<file path="src/rtl/lhfm_pkg.sv">
`timescale 1ns / 1ps
package lhfm_pkg;

  localparam int NUM_DEVICES = 6;
  localparam int DEV_W       = $clog2(NUM_DEVICES);
  localparam int FAULT_W     = $clog2(NUM_DEVICES + 1);
  localparam int TIME_W      = 32;
  localparam int TIMEOUT_W   = 16;
  localparam int LEVEL_W     = 16;
  localparam int BEEP_W      = 15;
  localparam int BLINK_WRAP  = 60;
  localparam int BLINK_W     = $clog2(BLINK_WRAP + 1);
  localparam int CFG_IDX_W   = 2;
  localparam int CFG_DATA_W  = 16;

  localparam logic [FAULT_W-1:0] NO_FAULT = FAULT_W'(NUM_DEVICES);

  // blink phases at which a pulse sounds, first to fourth
  localparam logic [BLINK_W-1:0] PULSE_PH1 = BLINK_W'(1);
  localparam logic [BLINK_W-1:0] PULSE_PH2 = BLINK_W'(7);
  localparam logic [BLINK_W-1:0] PULSE_PH3 = BLINK_W'(13);
  localparam logic [BLINK_W-1:0] PULSE_PH4 = BLINK_W'(19);

  localparam logic [TIMEOUT_W-1:0] TIMEOUT_RST = TIMEOUT_W'(200);
  localparam logic [NUM_DEVICES-1:0] ENABLE_RST = '1;
  localparam logic [LEVEL_W-1:0] BUZZER_RST = LEVEL_W'(400);

  typedef enum logic [1:0] {
    OP_HEARTBEAT = 2'd0,
    OP_TICK      = 2'd1,
    OP_SCAN      = 2'd2
  } opcode_t;

  typedef enum logic [CFG_IDX_W-1:0] {
    CFG_TIMEOUT   = 2'd0,
    CFG_ENABLE    = 2'd1,
    CFG_TONE_BASE = 2'd2,
    CFG_BUZZER_ON = 2'd3
  } cfg_index_t;

endpackage

</file>
<file path="src/rtl/lhfm_ram.sv">
`timescale 1ns / 1ps
module lhfm_ram #(
  parameter int WIDTH = 32,
  parameter int DEPTH = 8
) (
  input  logic                                   clk,
  input  logic                                   we,
  input  logic [(DEPTH > 1 ? $clog2(DEPTH) : 1)-1:0] wr_addr,
  input  logic [WIDTH-1:0]                       wr_data,
  input  logic [(DEPTH > 1 ? $clog2(DEPTH) : 1)-1:0] rd_addr,
  output logic [WIDTH-1:0]                       rd_data
);

  logic [WIDTH-1:0] mem [DEPTH];

  always_ff @(posedge clk) begin
    if (we) begin
      mem[wr_addr] <= wr_data;
    end
    rd_data <= mem[rd_addr];
  end

endmodule

</file>
<file path="src/rtl/link_heartbeat_fault_monitor_core.sv">
`timescale 1ns / 1ps
// Channel   Handshake            Payload
// in        in_valid / in_ready  opcode, device_id
// out       out_valid / out_ready offline_mask, fault_id, red_led, green_led,
//                                buzzer_compare, beep_level, blink_phase
// cfg       cfg_we               cfg_index, cfg_data (write only)
//
// Heartbeat, tick and unused codes go straight from accept to the done state.
// A scan issues one last-seen memory read per device, compares each entry in the cycle
// after its read, then updates the flags, LEDs, buzzer and blink code in the finish state.
// Reset clears now_ms, the blink/LED/buzzer state and the per-entry valid bits;
// an entry never written reads as time zero.
// A result waits in the output register; the next request is taken meanwhile,
// and the block holds in its done state only while a second result is pending.
module link_heartbeat_fault_monitor_core
  import lhfm_pkg::*;
(
  input  logic                   clk,
  input  logic                   rst,
  input  logic                   in_valid,
  output logic                   in_ready,
  input  logic [1:0]             opcode,
  input  logic [2:0]             device_id,
  output logic                   out_valid,
  input  logic                   out_ready,
  output logic [5:0]             offline_mask,
  output logic [2:0]             fault_id,
  output logic                   red_led,
  output logic                   green_led,
  output logic [15:0]            buzzer_compare,
  output logic [14:0]            beep_level,
  output logic [5:0]             blink_phase,
  input  logic                   cfg_we,
  input  logic [CFG_IDX_W-1:0]   cfg_index,
  input  logic [CFG_DATA_W-1:0]  cfg_data
);

  typedef enum logic [3:0] {
    ST_IDLE   = 4'b0001,
    ST_SCAN   = 4'b0010,
    ST_FINISH = 4'b0100,
    ST_DONE   = 4'b1000
  } state_t;

  state_t state;

  logic [TIMEOUT_W-1:0]   timeout_ms;
  logic [NUM_DEVICES-1:0] enable_mask;
  logic [LEVEL_W-1:0]     tone_base;
  logic [LEVEL_W-1:0]     buzzer_on_level;

  logic [TIME_W-1:0]      now_ms;
  logic [NUM_DEVICES-1:0] seen_valid;
  logic [NUM_DEVICES-1:0] offline_flags;
  logic [FAULT_W-1:0]     cur_fault;
  logic [BLINK_W-1:0]     blink;
  logic                   red_state;
  logic                   green_state;
  logic [LEVEL_W-1:0]     buzzer_value;
  logic [BEEP_W-1:0]      beep_value;

  logic [FAULT_W-1:0]     scan_idx;
  logic                   cmp_vld;
  logic [DEV_W-1:0]       cmp_idx;
  logic [NUM_DEVICES-1:0] scan_flags;
  logic [FAULT_W-1:0]     scan_fault;

  logic                   accept;
  logic                   dev_ok;
  logic                   hb_we;
  logic [TIME_W-1:0]      rd_data;
  logic [TIME_W-1:0]      last_seen;
  logic [TIME_W-1:0]      silence;
  logic                   dev_stale;
  logic                   load_out;

  logic [BLINK_W:0]       blink_inc;
  logic [BLINK_W-1:0]     blink_next;
  logic                   pulse;

  assign in_ready = (state == ST_IDLE);
  assign accept   = in_valid && in_ready;
  assign dev_ok   = (device_id < 3'(NUM_DEVICES));
  assign hb_we    = accept && (opcode == OP_HEARTBEAT) && dev_ok
                    && enable_mask[device_id[DEV_W-1:0]];

  lhfm_ram #(
    .WIDTH (TIME_W),
    .DEPTH (NUM_DEVICES)
  ) u_last_seen (
    .clk     (clk),
    .we      (hb_we),
    .wr_addr (device_id[DEV_W-1:0]),
    .wr_data (now_ms),
    .rd_addr (scan_idx[DEV_W-1:0]),
    .rd_data (rd_data)
  );

  // an entry never written stands for time zero
  assign last_seen = seen_valid[cmp_idx] ? rd_data : '0;
  assign silence   = now_ms - last_seen;
  assign dev_stale = enable_mask[cmp_idx] && (silence > TIME_W'(timeout_ms));

  assign blink_inc  = {1'b0, blink} + (BLINK_W + 1)'(1);
  assign blink_next = (blink_inc > (BLINK_W + 1)'(BLINK_WRAP)) ? '0
                                                               : blink_inc[BLINK_W-1:0];

  always_comb begin
    pulse = (blink_next == PULSE_PH1);
    if ((scan_fault >= FAULT_W'(2)) && (blink_next == PULSE_PH2)) begin
      pulse = 1'b1;
    end
    if ((scan_fault >= FAULT_W'(4)) && (blink_next == PULSE_PH3)) begin
      pulse = 1'b1;
    end
    if ((scan_fault >= FAULT_W'(5)) && (blink_next == PULSE_PH4)) begin
      pulse = 1'b1;
    end
  end

  assign load_out = (state == ST_DONE) && (!out_valid || out_ready);

  always_ff @(posedge clk) begin
    if (rst) begin
      timeout_ms      <= TIMEOUT_RST;
      enable_mask     <= ENABLE_RST;
      tone_base       <= '0;
      buzzer_on_level <= BUZZER_RST;
    end else if (cfg_we) begin
      case (cfg_index)
        CFG_TIMEOUT:   timeout_ms      <= cfg_data[TIMEOUT_W-1:0];
        CFG_ENABLE:    enable_mask     <= cfg_data[NUM_DEVICES-1:0];
        CFG_TONE_BASE: tone_base       <= cfg_data[LEVEL_W-1:0];
        CFG_BUZZER_ON: buzzer_on_level <= cfg_data[LEVEL_W-1:0];
        default: ;
      endcase
    end
  end

  always_ff @(posedge clk) begin
    if (rst) begin
      state         <= ST_IDLE;
      now_ms        <= '0;
      seen_valid    <= '0;
      offline_flags <= '0;
      cur_fault     <= NO_FAULT;
      blink         <= '0;
      red_state     <= 1'b0;
      green_state   <= 1'b0;
      buzzer_value  <= '0;
      beep_value    <= '0;
      scan_idx      <= '0;
      cmp_vld       <= 1'b0;
      cmp_idx       <= '0;
      scan_flags    <= '0;
      scan_fault    <= NO_FAULT;
    end else begin
      unique case (state)
        ST_IDLE: begin
          if (accept) begin
            state <= ST_DONE;
            case (opcode)
              OP_HEARTBEAT: begin
                if (hb_we) begin
                  seen_valid[device_id[DEV_W-1:0]] <= 1'b1;
                end
              end
              OP_TICK: now_ms <= now_ms + TIME_W'(1);
              OP_SCAN: begin
                state      <= ST_SCAN;
                scan_idx   <= '0;
                cmp_vld    <= 1'b0;
                scan_flags <= '0;
                scan_fault <= NO_FAULT;
              end
              default: ;
            endcase
          end
        end
        ST_SCAN: begin
          // issue the next read while the previous entry is compared
          if (scan_idx < FAULT_W'(NUM_DEVICES)) begin
            scan_idx <= scan_idx + FAULT_W'(1);
            cmp_idx  <= scan_idx[DEV_W-1:0];
            cmp_vld  <= 1'b1;
          end else begin
            cmp_vld <= 1'b0;
          end
          if (cmp_vld) begin
            if (dev_stale) begin
              scan_flags[cmp_idx] <= 1'b1;
              if (scan_fault == NO_FAULT) begin
                scan_fault <= FAULT_W'(cmp_idx);
              end
            end
            if (cmp_idx == DEV_W'(NUM_DEVICES - 1)) begin
              state <= ST_FINISH;
            end
          end
        end
        ST_FINISH: begin
          state         <= ST_DONE;
          offline_flags <= scan_flags;
          cur_fault     <= scan_fault;
          if (scan_fault == NO_FAULT) begin
            beep_value  <= '0;
            green_state <= 1'b1;
          end else begin
            blink <= blink_next;
            if (scan_fault <= FAULT_W'(1)) begin
              if (blink_next == PULSE_PH1) begin
                red_state    <= 1'b1;
                buzzer_value <= buzzer_on_level;
              end else begin
                red_state    <= 1'b0;
                buzzer_value <= '0;
                beep_value   <= '0;
              end
            end else if (scan_fault <= FAULT_W'(5)) begin
              if (pulse) begin
                red_state    <= 1'b1;
                beep_value   <= tone_base[LEVEL_W-1:1];
                buzzer_value <= buzzer_on_level;
              end else begin
                red_state  <= 1'b0;
                beep_value <= '0;
              end
            end else begin
              red_state  <= 1'b1;
              beep_value <= '0;
            end
          end
        end
        ST_DONE: begin
          if (load_out) begin
            state <= ST_IDLE;
          end
        end
        default: state <= ST_IDLE;
      endcase
    end
  end

  // result register
  always_ff @(posedge clk) begin
    if (rst) begin
      out_valid <= 1'b0;
    end else if (load_out) begin
      out_valid <= 1'b1;
    end else if (out_ready) begin
      out_valid <= 1'b0;
    end
  end

  always_ff @(posedge clk) begin
    if (load_out) begin
      offline_mask   <= offline_flags;
      fault_id       <= cur_fault;
      red_led        <= red_state;
      green_led      <= green_state;
      buzzer_compare <= buzzer_value;
      beep_level     <= beep_value;
      blink_phase    <= blink;
    end
  end

  a_fault_matches_flags: assert property (@(posedge clk) disable iff (rst)
    (cur_fault == NO_FAULT) == (offline_flags == '0))
    else $error("fault id disagrees with offline flags");

  a_fault_flag_set: assert property (@(posedge clk) disable iff (rst)
    (cur_fault == NO_FAULT) || offline_flags[cur_fault[DEV_W-1:0]])
    else $error("fault device not flagged offline");

  a_blink_range: assert property (@(posedge clk) disable iff (rst)
    blink <= BLINK_W'(BLINK_WRAP))
    else $error("blink counter past wrap");

  a_short_op_done: assert property (@(posedge clk) disable iff (rst)
    accept && (opcode != OP_SCAN) |=> state == ST_DONE)
    else $error("non-scan request did not finish in one cycle");

  a_scan_ends: assert property (@(posedge clk) disable iff (rst)
    (state == ST_SCAN) && cmp_vld && (cmp_idx == DEV_W'(NUM_DEVICES - 1))
    |=> state == ST_FINISH)
    else $error("scan did not end after last device");

endmodule

</file>
<file path="config.mk">
export PLATFORM = sky130hd
export DESIGN_NAME = link_heartbeat_fault_monitor_core
export DESIGN_NICKNAME = d
export VERILOG_FILES = /design/src/rtl/lhfm_pkg.sv /design/src/rtl/lhfm_ram.sv /design/src/rtl/link_heartbeat_fault_monitor_core.sv
export SDC_FILE = /design/constraint.sdc
export NUM_CORES = 1
export LEC_CHECK = 0
export BUFFER_PORTS_ARGS = -buffer_cell sky130_fd_sc_hd__buf_4
export CAP_MARGIN = 5
export CELL_PAD_IN_SITES_DETAIL_PLACEMENT = 0
export CELL_PAD_IN_SITES_GLOBAL_PLACEMENT = 1
export CORE_UTILIZATION = 45
export DETAILED_ROUTE_END_ITERATION = 8
export PLACE_DENSITY_LB_ADDON = 0.25
export SETUP_SLACK_MARGIN = 0.05
export SLEW_MARGIN = 20
export SYNTH_ARGS = -nofsm -noshare
export SYNTH_HDL_FRONTEND = slang
export SYNTH_HIERARCHICAL = 1
export SYNTH_SLANG_ARGS = --single-unit
</file>
<file path="constraint.sdc">
create_clock -name clk -period 9.1 [get_ports clk]
set_input_delay 0.455 -clock clk [delete_from_list [all_inputs] [get_ports clk]]
set_output_delay 0.455 -clock clk [all_outputs]
set_load 0.01 [all_outputs]
</file>
==> results.md, run 1 <==
* Filler cells at 3,542
* Initial Util at between 40% and 50%
* Setup CP Type: reg -> reg
* DRC violations left at 0
* Post-synth EDFFs at 240
* Pre-Repair DR Iteration Count at 5
* Post-synthesis net count at 1,679
* Max_slew headroom at 32.2%
* Placed inst area at approximately 0.019 mm^2
* Tmin final at between 6 and 7 ns
* Yosys reg bits at approximately 430
* Syn Area/Cell at approximately 12 um^2
* Gr ovfl total at 0
* Clock power frac at between 40% and 50%
* Post-DP HPWL at about 27,000 um
* Yosys warns at 6
* P_leak at just under 8 nW
* CTS HTree Levels at 2
* Delay of the slowest cell on the worst path at 0.60 ns
* Final Power at roughly 4.2 mW
* CP max-delay cell: dfxtp_1
* Worst-path maximum fanout at 32
* Peak Freq at about 160 MHz
* Least-Margin Pin Slew at 1.02 ns
* DRT iter0 DRCs at roughly 700
* Global-route wire length before repair at ~66,000 um
* Initial antenna violation count at 0
* VDD IR-drop max at roughly 160 uV
* Top post-synthesis cells by area: edfxtp_1 39%, dfxtp_1 21%, mux2i_1 5.9%
* Sw Share at between 20% and 30%
* Worst Path Buf+Inv at 1
* Die area at between 0.04 and 0.05 mm^2
* P_sw at ~0.94 mW
* Post-synth top flop: edfxtp_1
* Arr. time, crit path at about 6.7 ns
* Startpoint Class: register
* Skew final at 0.0254 ns
* Final Wtd Congestion at about 0.86
* IO buf count at 77
* Pint at approximately 3.3 mW
* Hold path depth at 2
* Tcrit/Tclk final at between 60 and 70%
* Critical R2R Launch: cmp_idx[0]
* RSZ-0062 raised after global routing: no
* Clk Latency, worst-skew pair at around 0.58 ns
* Final setup viols at 0
* Final nets at between 1,500 and 2,000
* Status: finished, final reports clean
* CP endpoint kind: register
* Max-cap viol count at 0
* CTS tree: yes
* Ant. Diodes at 0
* Endpoints failing hold at 0
* Clock input transition at the sequential cells of the worst setup and hold paths at approximately 0.06 ns
* Routed via count at around 12,000
* Post-Syn Instances at between 1,500 and 2,000
* Fin area at 0.0209 mm^2
* Root buffer cell: clkbuf_16
* Antenna-violating nets left at 0
* Hold_sp: cfg_data[6]
* Total Routing Usage GR at 20.4%
* Postcts setup bufs at 0
* Cts hold-fix bufs at 0
* Area Overhead vs Synth at 13.6%
* WP data required at just under 10 ns
* Vias in the first global route at 11,718
* Reg2reg path depth at 21
* Routed wire length per instance at approximately 19 um
* Seq/Total Area, Yosys at roughly three fifths
* Synth top cells by count: 240 x edfxtp_1, 225 x nand2_1, 192 x dfxtp_1, 138 x a21oi_1, 118 x nor2_1
* Seq pwr share at 50.0%
* Routed Wire Length at around 42,000 um
* Synth top area share at between 30% and 40%
* Hold EP: timeout_ms[6]
* Die X at approximately 200 um
* Final TNS setup at 0 ns
* Share of post-route cells with drive strength above 1 at 12.4%
* R2r setup slk at approximately 3 ns
* Worst hold path type: in -> reg
* Number of distinct library cells after synthesis at between 80 and 90
* Pwr/cell area at about 200 mW/mm^2
* Row count at 73
* Die Y at 204 um
* Slew Viols, Final at 0
* I/O Pins at ~80
* Post_cts resized at 0
* Logic pwr share at 7.3%
* Critical path's top delay family: simple AND/OR/NAND/NOR gates
* Clk sinks at 432
* Most frequent cell after synthesis: edfxtp_1
* Syn Std Cell Area at 0.0184 mm^2
* Drt via density at approximately 5.4
* R2r endpoint: scan_fault[2]
* Ys async rst share at 0%
* CTS max path bufs at 3
* Largest net degree at the start of global routing at slightly below 90
* TritonCTS buffer count at 45
* Worst-path cell chain: mux4_2, o21a_1, buf_4, and2_1, ha_1, fa_1, nor2b_1, o2111ai_1, nand3_2, a211oi_2, o21bai_1, xor2_1, ha_1, nand4_1, nor4_1, a22oi_1, a2111oi_0, nand4_1, nor4_4, or3b_1, mux2i_1
* Core Region at between 0.04 and 0.05 mm^2
* Area leader, netlist: edfxtp_1
sequential cells by signal (all words and copies together), names as in the netlist, 6 cells and up:
| register | count |
|---|---|
| u_last_seen/mem | 192 |
| now_ms | 32 |
| u_last_seen/rd_data | 32 |
| buzzer_compare | 16 |
| buzzer_on_level | 16 |
| buzzer_value | 16 |
| timeout_ms | 16 |
| beep_level | 15 |
| beep_value | 15 |
| tone_base | 15 |
| blink | 6 |
| blink_phase | 6 |
| enable_mask | 6 |
| offline_flags | 6 |
| offline_mask | 6 |
| scan_flags | 6 |
| seen_valid | 6 |
per-layer routing:
layer  share of wire (%)  up-vias  global-route usage, %
li1                    -     5914                      -
met1                  48     5887                   29.2
met2                  46      175                   32.5
met3                 3.5       55                   3.11
met4                 1.8        0                   4.82
met5                   0        -                      0
worst max-delay path by stage:
stage                     startpoint       endpoint  slack, ns  cells past startpoint
after floorplan           cmp_idx[0]  scan_fault[1]       4.00                     24
after global placement    cmp_idx[0]  scan_fault[0]       3.09                     22
after detailed placement  cmp_idx[0]  scan_fault[1]       2.94                     22
after CTS                 cmp_idx[0]  scan_fault[2]       2.90                     22
after global routing      cmp_idx[0]  scan_fault[0]       2.38                     21
final                     cmp_idx[0]  scan_fault[2]       2.96                     21
through the flow:
| stage | util (%) | hold WS, ns | std cells | setup WS [ns] |
|---|---|---|---|---|
| final | 52.3 | 0.129 | 2222 | 2.96 |
| after floorplan | - | 0.403 | 1598 | 4.00 |
| after CTS | 52.3 | 0.101 | 2222 | 2.90 |
| after global placement | 48.6 | 0.411 | 2139 | 3.09 |
| after detailed placement | 48.6 | 0.416 | 2139 | 2.94 |
| after global routing | 52.3 | 0.121 | 2222 | 2.38 |
power by group through the flow:
stage | logic (mW) | clock network (mW) | registers, mW
after floorplan | 0.221 | 0 | 2.13
after global placement | 0.302 | 0 | 2.14
after detailed placement | 0.303 | 0 | 2.14
after CTS | 0.305 | 1.84 | 2.10
after global routing | 0.335 | 1.91 | 2.10
final | 0.305 | 1.80 | 2.10
cell families after synthesis:
family          Yosys count  share of synthesized area, %
simple gates            505                          13.0
fa+ha+maj                54                          3.70
buf+inv                 110                          2.80
mux                     110                          6.12
flops                   432                          60.0
xor+xnor                 61                          2.90
compound gates          326                          11.5
layout make-up:
cell class	instances	area, um^2	area share (%)
Clock buffer	70	1330	6.33
Inverter	30	113	0.538
Multi-Input combinational cell	1056	6920	33.1
Tap cell	525	657	3.14
Clock inverter	13	125	0.598
Sequential cell	432	11100	52.8
Timing Repair Buffer	96	721	3.44
layout by cell type, fill, tap and decap left out, types with 26 or more instances in the layout:
master / Yosys / layout
a22o_1: 32 / 32
o21ai_0: 53 / 52
nand3_1: 29 / 29
nand2_1: 225 / 225
ha_1: 52 / 52
mux2i_1: 108 / 108
xor2_1: 35 / 35
edfxtp_1: 240 / 240
dfxtp_1: 192 / 190
nand3b_1: 33 / 33
xnor2_1: 26 / 26
clkbuf_16: 0 / 49
inv_1: 30 / 30
a21oi_1: 138 / 138
buf_4: 6 / 96
nor2_1: 118 / 112
Note: power is estimated with default switching activity, not from simulation.
==> inputs of run 2 (changes only) <==
clock period = 4.98 ns   (was 9.1 ns; I/O delays follow)
==> run 2 against run 1 <==
Compared with the run above:
- sequential power is 83% higher
- global-route usage is 0.082 points higher
- cell area is 4.1% higher
- routed wire length hardly changed
- combinational power is 110% higher
- first-iteration DRC count is 1.9% lower
- sequential share of layout area is 2.1 points lower
- setup slack worse by 2.8 ns
- critical path depth is 2 higher
- critical path type unchanged
==> results.md, run 2 (same netlist as run 1, synthesis figures left out) <==
* Most common cell after layout, fill and taps aside: edfxtp_1 (unchanged)
* CP endpoint kind: register (unchanged)
* Max-cap viol count at 0 (unchanged)
* CTS max path bufs at 3 (unchanged)
* Final Wtd Congestion at 0.822 (was 0.863)
* Slew Viols, Final at 0 (unchanged)
* P_leak at 8.34 nW (was 7.93 nW)
* Initial Util at 46.0% (unchanged)
* Clk sinks at 432 (unchanged)
* Largest register by flop count: u_last_seen/mem (unchanged)
* Initial antenna violation count at 0 (unchanged)
* Routed via count at 12,301 (was 12,031)
* Final TNS setup at 0 ns (unchanged)
* Least-Margin Pin Slew at 1.08 ns (was 1.02 ns)
* Endpoints failing hold at 0 (unchanged)
* Peak Freq at 206 MHz (was 163 MHz)
* TritonCTS buffer count at 46 (was 45)
* Max_slew headroom at 27.9% (was 32.2%)
* Drt via density at 5.37 (was 5.41)
* Pre-CTS setup slack at -0.373 ns (was 2.94 ns)
* CTS tree: yes (unchanged)
* Setup CP Type: reg -> reg (unchanged)
* Vias in the first global route at 12,154 (was 11,718)
* Regs by FF count: u_last_seen/mem x192, now_ms x32, u_last_seen/rd_data x32 (unchanged)
* DRC violations left at 0 (unchanged)
* Max reg flops at 192 (unchanged)
* Setup slack after layout at 0.135 ns (was 2.96 ns)
* Area Overhead vs Synth at 18.3% (was 13.6%)
* Final nets at 1,810 (was 1,742)
* I/O Pins at 78 (unchanged)
* Total Routing Usage GR at 20.5% (was 20.4%)
* WP data required at 5.43 ns (was 9.61 ns)
* Die area at 0.0417 mm^2 (unchanged)
* Post-DP HPWL at 26,900 um (was 27,300 um)
* Layout Utilization at 54.4% (was 52.3%)
* Clk Latency, worst-skew pair at 0.57 ns (was 0.58 ns)
* Sequential standard cell area at 0.0111 mm^2 (about the same)
* Global-route wire length before repair at 67,200 um (was 66,400 um)
* Share of post-route cells with drive strength above 1 at 16.7% (was 12.4%)
* Most frequent cells in the layout: 240 x edfxtp_1, 220 x nand2_1, 189 x dfxtp_1, 144 x buf_4, 135 x a21oi_1 (was 240 x edfxtp_1, 225 x nand2_1, 190 x dfxtp_1, 138 x a21oi_1, 112 x nor2_1)
* Status: finished, final reports clean (unchanged)
* Worst-path maximum fanout at 7 (was 32)
* IO buf count at 77 (unchanged)
* Placed insts at 2,185 (was 2,139)
* Gr ovfl total at 0 (unchanged)
* Area taken by multi-input logic gates at 0.00710 mm^2 (was 0.00692 mm^2)
* Pwr/cell area at 366 mW/mm^2 (was 201 mW/mm^2)
* Row count at 73 (unchanged)
* Die Y at 204 um (unchanged)
* Routed wire length per instance at 18.3 um (was 18.9 um)
* Ant. Diodes at 0 (unchanged)
* Largest net degree at the start of global routing at 87 (unchanged)
* Filler cells at 3,493 (was 3,542)
* CTS HTree Levels at 2 (unchanged)
* Delay of the slowest cell on the worst path at 0.49 ns (was 0.60 ns)
* Die X at 204 um (unchanged)
* VDD IR-drop max at 261 uV (was 163 uV)
* Clock input transition at the sequential cells of the worst setup and hold paths at 0.06 ns (about the same)
* Root buffer cell: clkbuf_16 (unchanged)
* Routed Wire Length at 41,900 um (about the same)
* CP max-delay cell: mux4_2 (was dfxtp_1)
* Final cell count without fillers at 2,292 (was 2,222)
* RSZ-0062 raised after global routing: yes (was no)
* Antenna-violating nets left at 0 (unchanged)
* Worst-path cell chain: mux4_2, o21a_1, buf_4, buf_6, nand2_1, ha_4, nand4_1, buf_4, o21a_2, nor3_2, nor2_1, xnor2_1, ha_1, nand4_1, nor4_4, a21oi_2, a22oi_2, a2111oi_2, nand4_1, nor4_4, buf_4, or3b_4, mux2i_1 (was mux4_2, o21a_1, buf_4, and2_1, ha_1, fa_1, nor2b_1, o2111ai_1, nand3_2, a211oi_2, o21bai_1, xor2_1, ha_1, nand4_1, nor4_1, a22oi_1, a2111oi_0, nand4_1, nor4_4, or3b_1, mux2i_1)
* Arr. time, crit path at 5.29 ns (was 6.65 ns)
* Skew final at 0.0144 ns (was 0.0254 ns)
* Tcrit/Tclk final at 97.3% (was 67.5%)
* Startpoint Class: register (unchanged)
* Worst hold path type: in -> reg (unchanged)
* Final setup viols at 0 (unchanged)
* Core Region at 0.0400 mm^2 (unchanged)
* Tmin final at 4.84 ns (was 6.14 ns)
* DRT iter0 DRCs at 688 (was 701)
* Pre-Repair DR Iteration Count at 5 (unchanged)
## run 2: changes by cell type in the layout (fill, tap and decap cells not counted), sizes merged
cell | before | now
buf | 96 | 145
dlygate4sd3 | 0 | 18
clkbuf | 70 | 62
clkinv | 8 | 13
bufinv | 2 | 6
clkinvlp | 0 | 4
inv | 33 | 31
## run 2: per-layer routing
metal / GRT usage [%] / vias to the layer above / share of wire (%)
li1: - / 6053 / -
met1: 29.2 / 6046 / 49
met2: 32.7 / 161 / 47
met3: 2.85 / 41 / 3.0
met4: 5.46 / 0 / 1.5
met5: 0 / - / 0
## run 2: through the flow
step	instance area [um^2]	hold slack (ns)	power [mW]
final	21800	0.0212	7.97
after global routing	21800	0.0584	8.27
after CTS	21600	0.00415	8.02
after detailed placement	19800	0.417	4.49
after global placement	19800	0.416	4.48
after floorplan	18400	0.367	4.30
## run 2: path summary, 6_finish.rpt
path                    startpoint              end  slack (ns)  depth (start not counted)
hold reg to reg   offline_flags[1]  offline_mask[1]        0.43                          0
setup reg to reg        cmp_idx[0]    scan_fault[1]        0.14                         23
hold / removal        device_id[0]    seen_valid[5]        0.02                          3
setup / recovery        cmp_idx[0]    scan_fault[1]        0.14                         23
## run 2: area by class of cell
type | count | area share (%)
flip-flops and latches | 432 | 50.8
well taps | 525 | 3.02
repair buffers | 163 | 5.84
clock inverters | 24 | 1.32
inverters | 30 | 0.517
clock buffers | 62 | 5.90
multi-input cells | 1056 | 32.6
## run 2: repair_timing
action,CTS,global route
endpoints found under the setup margin,9,9
hold endpoints to repair,55,0
pin swaps,6,8
setup buffers,1,3
gates resized for setup,6,29
hold buffers,18,0
## run 2: critical path, delay by kind of cell (launching register included)
kind | cells | cell delay (ns)
AND/OR/NAND/NOR | 9 | 1.73
AO/OA/AOI/OAI | 5 | 0.78
buffers and inverters | 4 | 0.64
multiplexers | 2 | 0.62
adder cells (fa/ha/maj) | 2 | 0.48
flip-flops | 1 | 0.33
XOR/XNOR | 1 | 0.14
## run 2: power breakdown
group	total [mW]	internal (mW)	switching [mW]
Clock	3.51	2.13	1.38
Sequential	3.84	3.79	0.0473
Combinational	0.626	0.282	0.345
==> inputs of run 3 (changes only) <==
CORE_UTILIZATION = 33   (was 45)
==> run 3 against run 2 <==
Compared with the run above:
- power is 0.24% higher
- via count is essentially flat
- global-route usage shrank 4.5 points
- highest routed layer unchanged
- cell area increased by 2.6%
- sequential power hardly changed
- critical path depth unchanged
==> results.md, run 3 (same netlist as run 1, synthesis figures left out) <==
* Vias in the first global route at 12,304 (was 12,154)
* WL met3 at 1250 um (was 1260 um)
* Final Wtd Congestion at 0.830 (was 0.822)
* Endpoints failing hold at 0 (unchanged)
* DRT iter0 DRCs at 729 (was 688)
* CTS HTree Levels at 2 (unchanged)
* Total Routing Usage GR at 16.0% (was 20.5%)
* Regs by FF count: u_last_seen/mem x192, now_ms x32, u_last_seen/rd_data x32 (unchanged)
* Pint at 6.18 mW (was 6.20 mW)
* Reg2reg path depth at 23 (unchanged)
* Pre-Repair DR Iteration Count at 5 (unchanged)
* Most frequent cells in the layout: 240 x edfxtp_1, 220 x nand2_1, 189 x dfxtp_1, 158 x buf_4, 134 x a21oi_1 (was 240 x edfxtp_1, 220 x nand2_1, 189 x dfxtp_1, 144 x buf_4, 135 x a21oi_1)
* Worst hold path type: in -> reg (unchanged)
* Pwr/cell area at 358 mW/mm^2 (was 366 mW/mm^2)
* Max reg flops at 192 (unchanged)
* Drt via density at 4.85 (was 5.37)
* Largest register by flop count: u_last_seen/mem (unchanged)
* WP data required at 5.49 ns (was 5.43 ns)
* Filler cells at 5,329 (was 3,493)
* TritonCTS buffer count at 47 (was 46)
* Setup CP Type: reg -> reg (unchanged)
* Most common cell after layout, fill and taps aside: edfxtp_1 (unchanged)
* Largest net degree at the start of global routing at 102 (was 87)
* Gr ovfl total at 0 (unchanged)
* Worst-path maximum fanout at 3 (was 7)
* Clk Latency, worst-skew pair at 0.58 ns (was 0.57 ns)
* WL met2 at 20,900 um (was 19,600 um)
* Clk sinks at 432 (unchanged)
* RSZ-0062 raised after global routing: yes (unchanged)
* Die X at 238 um (was 204 um)
* Hold path depth at 3 (unchanged)
* Hold_sp: out_ready (was device_id[0])
* Tmin final at 4.92 ns (was 4.84 ns)
* IO buf count at 77 (unchanged)
* Arr. time, crit path at 5.42 ns (was 5.29 ns)
* Max-cap viol count at 0 (unchanged)
* Final Power at 7.99 mW (was 7.97 mW)
* Hold EP: out_valid (was seen_valid[5])
* Global-route wire length before repair at 70,700 um (was 67,200 um)
* CTS max path bufs at 3 (unchanged)
* Final setup viols at 0 (unchanged)
* Initial Util at 33.4% (was 46.0%)
* Row count at 86 (was 73)
* Fin area at 0.0223 mm^2 (was 0.0218 mm^2)
* P_leak at 8.46 nW (was 8.34 nW)
* DRC violations left at 0 (unchanged)
* Least-Margin Pin Slew at 1.03 ns (was 1.08 ns)
* R2r endpoint: scan_fault[0] (was scan_fault[1])
* I/O Pins at 78 (unchanged)
* Routed Wire Length at 45,100 um (was 41,900 um)
* R2r setup slk at 0.06 ns (was 0.14 ns)
* Tcrit/Tclk final at 98.7% (was 97.3%)
* Post-DP HPWL at 28,700 um (was 26,900 um)
* P_sw at 1.81 mW (was 1.77 mW)
* Status: finished, final reports clean (unchanged)
* Startpoint Class: register (unchanged)
* Die area at 0.0567 mm^2 (was 0.0417 mm^2)
* Slew Viols, Final at 0 (unchanged)
* Die Y at 238 um (was 204 um)
* Antenna-violating nets left at 0 (unchanged)
* Core Region at 0.0551 mm^2 (was 0.0400 mm^2)
* Final nets at 1,831 (was 1,810)
* Placed inst area at 0.0202 mm^2 (was 0.0198 mm^2)
* Routed wire length per instance at 17.8 um (was 18.3 um)
* Highest routed layer: met4 (unchanged)
* Critical R2R Launch: cmp_idx[0] (unchanged)
* Skew final at 0.0221 ns (was 0.0144 ns)
* Clock input transition at the sequential cells of the worst setup and hold paths at 0.06 ns (about the same)
* Area Overhead vs Synth at 21.3% (was 18.3%)
* Initial antenna violation count at 0 (unchanged)
* Logic pwr share at 8.4% (was 7.9%)
* Final TNS setup at 0 ns (unchanged)
* Final worst hold slack at 0.0508 ns (was 0.0212 ns)
* Seq pwr share at 47.9% (was 48.1%)
* Share of post-route cells with drive strength above 1 at 18.0% (was 16.7%)
* Peak Freq at 203 MHz (was 206 MHz)
* Clock power frac at 43.7% (was 44.0%)
* CP endpoint kind: register (unchanged)
* Max_slew headroom at 31.4% (was 27.9%)
* Wl on met1 at 22,000 um (was 20,400 um)
* Layout Utilization at 40.5% (was 54.4%)
* Sw Share at 22.7% (was 22.2%)
* Routed via count at 12,302 (was 12,301)
* CTS tree: yes (unchanged)
* VDD IR-drop max at 258 uV (was 261 uV)
* Ant. Diodes at 0 (unchanged)
* Root buffer cell: clkbuf_16 (unchanged)
[run 3: power by group through the flow]
stage          combinational, mW  sequential, mW  clock [mW]
5_1_grt                    0.736            3.83        3.71
3_3_place_gp               0.617            3.90           0
2_1_floorplan              0.404            3.90           0
6_report                   0.671            3.82        3.49
3_5_place_dp               0.617            3.90           0
4_1_cts                    0.641            3.83        3.59
[run 3: area by class of cell]
class                           instances  area [um^2]  area share, %
Sequential cell                       432        11100           49.5
Timing Repair Buffer                  183         1460           6.52
Tap cell                              748          936           4.19
Clock inverter                         21          188          0.840
Multi-Input combinational cell       1056         7200           32.2
Inverter                               30          113          0.504
Clock buffer                           66         1380           6.19
[run 3: worst max-delay path by stage]
| stage | start | cells past startpoint | endpoint |
|---|---|---|---|
| after detailed placement | cmp_idx[0] | 21 | scan_fault[0] |
| after CTS | cmp_idx[0] | 22 | scan_fault[0] |
| after global placement | cmp_idx[0] | 22 | scan_fault[2] |
| after floorplan | cmp_idx[0] | 24 | scan_fault[1] |
| after global routing | cmp_idx[0] | 23 | scan_fault[0] |
| final | cmp_idx[0] | 23 | scan_fault[0] |
[run 3: metal layers]
layer	vias to the layer above	track usage [%]
met5	-	0
met4	0	4.93
met3	68	2.35
met2	137	25.5
met1	6000	22.3
li1	6097	-
[run 3: timing repair]
action / in CTS / in global routing
hold endpoints to repair: 56 / 0
gates resized for setup: 8 / 46
endpoints found under the setup margin: 9 / 9
buffers inserted: 1 / 4
cloned: 0 / 0
pin swaps: 12 / 19
hold buffers: 19 / 0
[run 3: worst max-delay path, stage by stage (launching register included)]
cell and delay, ns:
dfxtp_2 0.34, mux4_2 0.49, o21a_1 0.21, and2_4 0.17
ha_4 0.17, fa_2 0.35, nor2b_2 0.15, o2111ai_2 0.12
nand3_2 0.13, a211oi_4 0.08, o21bai_1 0.23, xor2_1 0.18
ha_1 0.29, nand4_1 0.17, nor4_4 0.07, buf_4 0.13
a21oi_1 0.19, a22oi_2 0.12, a2111oi_2 0.21, nand4_1 0.18
nor4_4 0.33, buf_4 0.20, or3b_4 0.16, mux2i_1 0.19
[run 3: metrics by stage]
stage,setup WS (ns),std cells
finish,0.0637,2536
global route,-0.243,2536
CTS,0.0530,2532
detailed placement,-0.344,2425
global placement,-0.218,2425
floorplan,0.124,1598
